<file path="config.mk">
export PLATFORM = sky130hd
export DESIGN_NAME = chained_hash_set
export DESIGN_NICKNAME = d
export VERILOG_FILES = /design/src/chs_pkg.sv /design/src/chs_cell.sv /design/src/chs_rem.sv /design/src/chained_hash_set.sv
export SDC_FILE = /design/constraint.sdc
export NUM_CORES = 2
export LEC_CHECK = 0
export BUFFER_PORTS_ARGS = -buffer_cell sky130_fd_sc_hd__buf_2
export CORE_MARGIN = 3
export CORE_UTILIZATION = 40
export CTS_BUF_LIST = sky130_fd_sc_hd__clkbuf_8 sky130_fd_sc_hd__clkbuf_16
export DETAILED_ROUTE_END_ITERATION = 8
export GPL_TIMING_DRIVEN = 0
export PLACE_DENSITY = 0.58
export REMOVE_ABC_BUFFERS = 1
export SYNTH_ARGS = -nofsm -noshare
export SYNTH_HDL_FRONTEND = slang
export SYNTH_HIERARCHICAL = 1
export SYNTH_SLANG_ARGS = --single-unit
export TNS_END_PERCENT = 50
</file>
<file path="constraint.sdc">
create_clock -name clk -period 18 [get_ports clk]
set_input_delay 0.9 -clock clk [delete_from_list [all_inputs] [get_ports clk]]
set_output_delay 0.9 -clock clk [all_outputs]
set_load 0.01 [all_outputs]
</file>
<file path="src/chs_pkg.sv">
package chs_pkg;

    localparam int BUCKETS_DEF    = 11;
    localparam int POOL_NODES_DEF = 64;

    localparam int MODE_W   = 2;
    localparam int KEY_W    = 31;
    localparam int STATUS_W = 3;
    localparam int BUCKET_W = 4;
    localparam int S_DATA_W = 40;
    localparam int M_DATA_W = 8;
    localparam int S_PAD_W  = S_DATA_W - MODE_W - KEY_W;
    localparam int M_PAD_W  = M_DATA_W - STATUS_W - BUCKET_W;
    localparam int CNT_W    = $clog2(KEY_W + 1);

    typedef logic [MODE_W-1:0]   mode_t;
    typedef logic [KEY_W-1:0]    key_t;
    typedef logic [STATUS_W-1:0] status_t;
    typedef logic [BUCKET_W-1:0] bucket_t;
    typedef logic [CNT_W-1:0]    cnt_t;

    localparam mode_t MODE_INSERT = 2'd0;
    localparam mode_t MODE_DELETE = 2'd1;

    localparam status_t STAT_INSERTED  = 3'd0;
    localparam status_t STAT_DUPLICATE = 3'd1;
    localparam status_t STAT_DELETED   = 3'd2;
    localparam status_t STAT_DEL_MISS  = 3'd3;
    localparam status_t STAT_FOUND     = 3'd4;
    localparam status_t STAT_SRCH_MISS = 3'd5;
    localparam status_t STAT_FULL      = 3'd6;

    // request walking along the row of node cells
    typedef struct packed {
        mode_t mode;
        key_t  key;
        logic  found;
        logic  claimed;
    } token_t;

    // end-of-walk broadcast to every cell
    typedef struct packed {
        logic commit;
        logic drop;
    } settle_t;

endpackage

</file>
<file path="src/chs_cell.sv">
module chs_cell (
    input  logic              clk,
    input  logic              rst_n,
    input  logic              tok_vld_in,
    input  chs_pkg::token_t   tok_in,
    input  chs_pkg::settle_t  settle,
    output logic              tok_vld_out,
    output chs_pkg::token_t   tok_out
);

    logic              valid_reg;
    logic              valid_next;
    logic              pend_reg;
    logic              pend_next;
    chs_pkg::key_t     key_reg;
    chs_pkg::key_t     key_next;
    logic              tok_vld_reg;
    chs_pkg::token_t   tok_reg;
    chs_pkg::token_t   tok_next;
    logic              is_ins;
    logic              is_del;
    logic              match;
    logic              take;

    always_comb
    begin
        is_ins = (tok_in.mode == chs_pkg::MODE_INSERT);
        is_del = (tok_in.mode == chs_pkg::MODE_DELETE);
        match  = tok_vld_in && valid_reg && (key_reg == tok_in.key);
        take   = tok_vld_in && is_ins && !tok_in.claimed && !valid_reg && !pend_reg;

        valid_next = valid_reg;
        if (settle.commit && pend_reg)
        begin
            valid_next = 1'b1;
        end
        else if (is_del && match)
        begin
            valid_next = 1'b0;
        end

        pend_next = pend_reg;
        if (settle.commit || settle.drop)
        begin
            pend_next = 1'b0;
        end
        else if (take)
        begin
            pend_next = 1'b1;
        end

        key_next = take ? tok_in.key : key_reg;

        tok_next         = tok_in;
        tok_next.found   = tok_in.found | match;
        tok_next.claimed = tok_in.claimed | take;
    end

    always_ff @(posedge clk or negedge rst_n)
    begin
        if (!rst_n)
        begin
            valid_reg   <= 1'b0;
            pend_reg    <= 1'b0;
            tok_vld_reg <= 1'b0;
        end
        else
        begin
            valid_reg   <= valid_next;
            pend_reg    <= pend_next;
            tok_vld_reg <= tok_vld_in;
        end
    end

    always_ff @(posedge clk)
    begin
        key_reg <= key_next;
        tok_reg <= tok_next;
    end

    assign tok_vld_out = tok_vld_reg;
    assign tok_out     = tok_reg;

endmodule

</file>
<file path="src/chs_rem.sv">
module chs_rem #(
    parameter int BUCKETS = chs_pkg::BUCKETS_DEF
) (
    input  logic                        clk,
    input  logic                        rst_n,
    input  logic                        start,
    input  chs_pkg::key_t               key,
    output logic                        done,
    output logic [$clog2(BUCKETS)-1:0]  rem
);

    localparam int RW    = $clog2(BUCKETS);
    localparam int DIG_W = 8;
    localparam int STEPS = (chs_pkg::KEY_W + DIG_W - 1) / DIG_W;
    localparam int SH_W  = STEPS * DIG_W;

    logic              busy_reg;
    logic              busy_next;
    chs_pkg::cnt_t     cnt_reg;
    chs_pkg::cnt_t     cnt_next;
    logic [SH_W-1:0]   sh_reg;
    logic [SH_W-1:0]   sh_next;
    logic [RW-1:0]     r_reg;
    logic [RW-1:0]     r_next;
    logic [RW-1:0]     acc;
    logic [RW:0]       trial;

    always_comb
    begin
        acc       = r_reg;
        trial     = '0;
        busy_next = busy_reg;
        cnt_next  = cnt_reg;
        sh_next   = sh_reg;
        r_next    = r_reg;
        if (start)
        begin
            busy_next = 1'b1;
            cnt_next  = chs_pkg::cnt_t'(STEPS);
            sh_next   = SH_W'(key);
            r_next    = '0;
        end
        else if (busy_reg)
        begin
            // eight key bits per step, remainder kept below BUCKETS
            for (int b = 0; b < DIG_W; b++)
            begin
                trial = {acc, sh_reg[SH_W-1-b]};
                if (trial >= (RW+1)'(BUCKETS))
                begin
                    acc = RW'(trial - (RW+1)'(BUCKETS));
                end
                else
                begin
                    acc = RW'(trial);
                end
            end
            r_next   = acc;
            sh_next  = {sh_reg[SH_W-DIG_W-1:0], {DIG_W{1'b0}}};
            cnt_next = cnt_reg - 1'b1;
            if (cnt_reg == chs_pkg::cnt_t'(1))
            begin
                busy_next = 1'b0;
            end
        end
    end

    always_ff @(posedge clk or negedge rst_n)
    begin
        if (!rst_n)
        begin
            busy_reg <= 1'b0;
            cnt_reg  <= '0;
        end
        else
        begin
            busy_reg <= busy_next;
            cnt_reg  <= cnt_next;
        end
    end

    always_ff @(posedge clk)
    begin
        sh_reg <= sh_next;
        r_reg  <= r_next;
    end

    assign done = !busy_reg;
    assign rem  = r_reg;

endmodule

</file>
<file path="src/chained_hash_set.sv">
// Set of unsigned 31-bit keys with insert, delete and search. Each stored key
// sits in one of POOL_NODES node cells laid out as a row; a request enters the
// first cell and moves one cell per clock, so every cell sees it once, and a
// free cell is reserved on the way for an insert and made valid at the end
// unless the key turned out to be present. The bucket index, key modulo
// BUCKETS, comes from a remainder unit that folds in eight key bits per cycle
// and runs alongside the walk. One request is handled at a time: its result
// enters the output register once the walk and the remainder are done and no
// earlier result still waits there, and the next request can be taken in the
// cycle after the result enters the output register. The output register lets
// the next request start while a result waits to be taken.
module chained_hash_set #(
    parameter int BUCKETS    = chs_pkg::BUCKETS_DEF,
    parameter int POOL_NODES = chs_pkg::POOL_NODES_DEF
) (
    input  logic                          clk,
    input  logic                          rst_n,
    input  logic                          s_tvalid,
    output logic                          s_tready,
    input  logic [chs_pkg::S_DATA_W-1:0]  s_tdata,  // mode[1:0], key[32:2], zero pad
    output logic                          m_tvalid,
    input  logic                          m_tready,
    output logic [chs_pkg::M_DATA_W-1:0]  m_tdata   // status[2:0], bucket[6:3], zero pad
);

    localparam int RW = $clog2(BUCKETS);

    typedef enum logic [1:0] {
        S_IDLE,
        S_WALK,
        S_FINISH
    } state_t;

    state_t                       state_reg;
    state_t                       state_next;
    chs_pkg::mode_t               mode_reg;
    chs_pkg::mode_t               mode_next;
    logic                         found_reg;
    logic                         found_next;
    logic                         claimed_reg;
    logic                         claimed_next;
    logic                         m_tvalid_reg;
    logic                         m_tvalid_next;
    logic [chs_pkg::M_DATA_W-1:0] m_tdata_reg;
    logic [chs_pkg::M_DATA_W-1:0] m_tdata_next;

    logic                         accept;
    logic                         fin;
    logic                         rem_done;
    logic [RW-1:0]                rem;
    chs_pkg::status_t             status;
    chs_pkg::settle_t             settle;
    chs_pkg::mode_t               in_mode;
    chs_pkg::key_t                in_key;

    logic                         tok_vld [0:POOL_NODES];
    chs_pkg::token_t              tok     [0:POOL_NODES];

    assign in_mode = s_tdata[chs_pkg::MODE_W-1:0];
    assign in_key  = s_tdata[chs_pkg::MODE_W +: chs_pkg::KEY_W];
    assign accept  = s_tvalid && s_tready;

    assign tok_vld[0]     = accept;
    assign tok[0].mode    = in_mode;
    assign tok[0].key     = in_key;
    assign tok[0].found   = 1'b0;
    assign tok[0].claimed = 1'b0;

    genvar i;
    generate
        for (i = 0; i < POOL_NODES; i++)
        begin : g_cell
            chs_cell u_cell (
                .clk         (clk),
                .rst_n       (rst_n),
                .tok_vld_in  (tok_vld[i]),
                .tok_in      (tok[i]),
                .settle      (settle),
                .tok_vld_out (tok_vld[i+1]),
                .tok_out     (tok[i+1])
            );
        end
    endgenerate

    chs_rem #(
        .BUCKETS (BUCKETS)
    ) u_rem (
        .clk   (clk),
        .rst_n (rst_n),
        .start (accept),
        .key   (in_key),
        .done  (rem_done),
        .rem   (rem)
    );

    always_comb
    begin
        fin = (state_reg == S_FINISH) && rem_done && (!m_tvalid_reg || m_tready);

        case (mode_reg)
            chs_pkg::MODE_INSERT:
            begin
                if (found_reg)
                begin
                    status = chs_pkg::STAT_DUPLICATE;
                end
                else if (claimed_reg)
                begin
                    status = chs_pkg::STAT_INSERTED;
                end
                else
                begin
                    status = chs_pkg::STAT_FULL;
                end
            end
            chs_pkg::MODE_DELETE:
            begin
                status = found_reg ? chs_pkg::STAT_DELETED : chs_pkg::STAT_DEL_MISS;
            end
            default:
            begin
                status = found_reg ? chs_pkg::STAT_FOUND : chs_pkg::STAT_SRCH_MISS;
            end
        endcase

        settle.commit = fin && (mode_reg == chs_pkg::MODE_INSERT) && !found_reg && claimed_reg;
        settle.drop   = fin;

        state_next    = state_reg;
        mode_next     = mode_reg;
        found_next    = found_reg;
        claimed_next  = claimed_reg;
        m_tvalid_next = m_tvalid_reg && !m_tready;
        m_tdata_next  = m_tdata_reg;

        case (state_reg)
            S_IDLE:
            begin
                if (accept)
                begin
                    mode_next  = in_mode;
                    state_next = S_WALK;
                end
            end
            S_WALK:
            begin
                if (tok_vld[POOL_NODES])
                begin
                    found_next   = tok[POOL_NODES].found;
                    claimed_next = tok[POOL_NODES].claimed;
                    state_next   = S_FINISH;
                end
            end
            S_FINISH:
            begin
                if (fin)
                begin
                    m_tvalid_next = 1'b1;
                    m_tdata_next  = {{chs_pkg::M_PAD_W{1'b0}}, chs_pkg::bucket_t'(rem), status};
                    state_next    = S_IDLE;
                end
            end
            default:
            begin
                state_next = S_IDLE;
            end
        endcase
    end

    always_ff @(posedge clk or negedge rst_n)
    begin
        if (!rst_n)
        begin
            state_reg    <= S_IDLE;
            mode_reg     <= chs_pkg::MODE_INSERT;
            found_reg    <= 1'b0;
            claimed_reg  <= 1'b0;
            m_tvalid_reg <= 1'b0;
            m_tdata_reg  <= '0;
        end
        else
        begin
            state_reg    <= state_next;
            mode_reg     <= mode_next;
            found_reg    <= found_next;
            claimed_reg  <= claimed_next;
            m_tvalid_reg <= m_tvalid_next;
            m_tdata_reg  <= m_tdata_next;
        end
    end

    assign s_tready = (state_reg == S_IDLE);
    assign m_tvalid = m_tvalid_reg;
    assign m_tdata  = m_tdata_reg;

endmodule

</file>
==> flow_metrics.py <==
metrics = {
    "drt": {
        "drtIter0Drc": 3086,
        "first_pass_iters": 5,
        "drt-wirelength-per-cell_um": 15.93,
        "routed_wl_mm": 216.4,
        "antenna_left": 0,
        "avgViaCountPerCell": 4.610,
        "vias": 62628,
        "drc": 0,
    },
    "worst_setup_path": {
        "crit_top_cell": "ha_1",
        "cpPeakStageDelay_ps": 560,
        "start_kind": "flop",
        "crit_arrival_ps": 10470,
        "cp.required_ps": 18790,
        "criticalPathCategory": "flop to flop",
        "crit_fanout": 12,
        "cp_slowest_cell": "dfxtp_1",
        "endpoint_kind": "flop",
    },
    "final_layout": {
        "utilization_pct": 46.46,
        "instances_no_fill": 13584,
        "drive_above_1_share_pct": 10.94,
        "fillers": 29112,
        "regArea_mm2": 0.1101,
        "nNetsFinal": 8706,
        "postLayoutCellArea_mm2": 0.1600,
        "multi_input_area_mm2": 0.02864,
        "syn_to_final_growth_pct": 15.17,
        "largest_reg_flops": 2207,
    },
    "place": {
        "port_buffers": 45,
        "preCtsSetupSlack_ps": 8651,
        "postPlaceCellArea_mm2": 0.1455,
        "gp_congestion": 0.7515,
        "placed_cells": 12781,
        "hpwl_mm": 145.2,
    },
    "cts": {
        "htreeDepth": 5,
        "postCtsSetupRepairBufs": 0,
        "cts_num_sinks": 4439,
        "clk_pin_slew_ps": 60,
        "numCtsBuffers": 425,
        "cts_resized": 0,
        "clk_path_buf_depth": 4,
        "cts_tree": "done",
        "cts_root_buf": "clkbuf_16",
        "hold_buffers": 1,
        "clk_latency_ps": 940,
    },
    "pwr": {
        "total_power_mw": 22.60,
        "power_frac_seq_pct": 49.0,
        "p_int_mw": 17.11,
        "p_leak_nw": 54.09,
        "power.net_switching_mw": 5.488,
        "combPwrFrac_pct": 11.8,
        "p_clk_share_pct": 39.2,
        "vdd_drop_max_mv": 0.3660,
        "swShare_pct": 24.28,
        "power.density_mw_per_mm2": 141.3,
    },
    "die": {
        "die_w_um": 595.3,
        "die-area_mm2": 0.3543,
        "core_mm2": 0.3443,
        "die_y_um": 595.3,
        "start_util_pct": 40.34,
        "row_count": 215,
        "boundaryPins": 54,
    },
    "timing": {
        "hold_violations": 0,
        "finalSetupViolCount": 0,
        "fin_crit_sh_pct": 53.78,
        "grt_setup_unrepaired": "false",
        "maxSlewHeadroom_pct": 28.89,
        "tns_ps": 0,
        "fmax_mhz": 103.3,
        "whs_ps": 141.8,
        "setup_ws_ps": 8319,
        "period_minus_slack_ps": 9681,
        "finalMaxSlewViolations": 0,
        "fin_worst_skew_ps": 84.77,
        "worst_pin_slew_ps": 1057,
    },
    "grt": {
        "grt_start_max_net_pins": 103,
        "grt_pass1_wl_mm": 359.3,
        "track_usage_pct": 12.14,
        "antenna_found_initial": 2,
        "overflow": 0,
        "grt_pass1_vias": 65537,
    },
    "yosys": {
        "syn_area_mm2": 0.1389,
        "yosys_warnings": 6,
        "post_synth.cell_area_avg_um2": 16.99,
        "netlist_instances": 8176,
    },
    "job": {
        "maxCapViolations": 0,
    },
    "hold_path": {
        "min_path_type": "input port to flop",
    },
    "status": {
        "status": "completed",
    },
}
worst max-delay path: cells and delay by family, from the launching register on:
family                   cells  cell delay (ps)
flip-flops                   1              560
buffers and inverters        3              290
adder cells (fa/ha/maj)      8             2310
AO/OA/AOI/OAI               23             5510
AND/OR/NAND/NOR              6              870
path summary, 6_finish.rpt:
kind,cells past startpoint,start,endpoint,slack [ps]
setup / recovery,40,u_rem/sh_reg[31],u_rem/rem[0],8320
hold / removal,1,s_tdata[10],g_cell[0].u_cell/tok_out[10],140
setup reg to reg,40,u_rem/sh_reg[31],u_rem/rem[0],8320
hold reg to reg,0,g_cell[26].u_cell/tok_out[33],g_cell[27].u_cell/tok_out[33],280
max in group asynchronous,3,rst_n,g_cell[25].u_cell/pend_reg,16590
min in group asynchronous,2,rst_n,g_cell[55].u_cell/tok_vld_out,400
power groups by stage:
stage               clock, mW  sequential (mW)  combinational, mW
finish                   8.87             11.1               2.66
global route             9.54             11.1               2.93
CTS                      9.14             11.1               2.61
detailed placement          0             11.3               2.59
global placement            0             11.3               2.46
floorplan                   0             11.2               2.10
cells in the final DEF (no fill, tap or decap), drive strengths merged, types with 131 or more instances in the layout:
master     n
nand2    147
inv      269
nand4    452
dfxtp   2212
dfrtp    212
nor4     131
clkbuf   504
xor2     193
xnor2   1799
edfxtp  2015
a211oi   137
final cells by class:
class	instances	share of cell area (%)
tap	4557	3.564
antenna	1	0.001564
clock buffer	504	7.420
sequential	4439	68.82
timing repair buffer	60	0.3441
clock inverter	297	1.603
inverter	145	0.3402
multi-input combinational	3581	17.90
per-layer routing:
layer  track usage (%)  up-vias  wire length, um
li1                  -    30321                -
met1             17.24    31060           105100
met2             19.06      815            98070
met3             1.867      432             7174
met4             4.010        0             6091
met5                 0        -                0
Note: power is estimated with default switching activity, not from simulation.
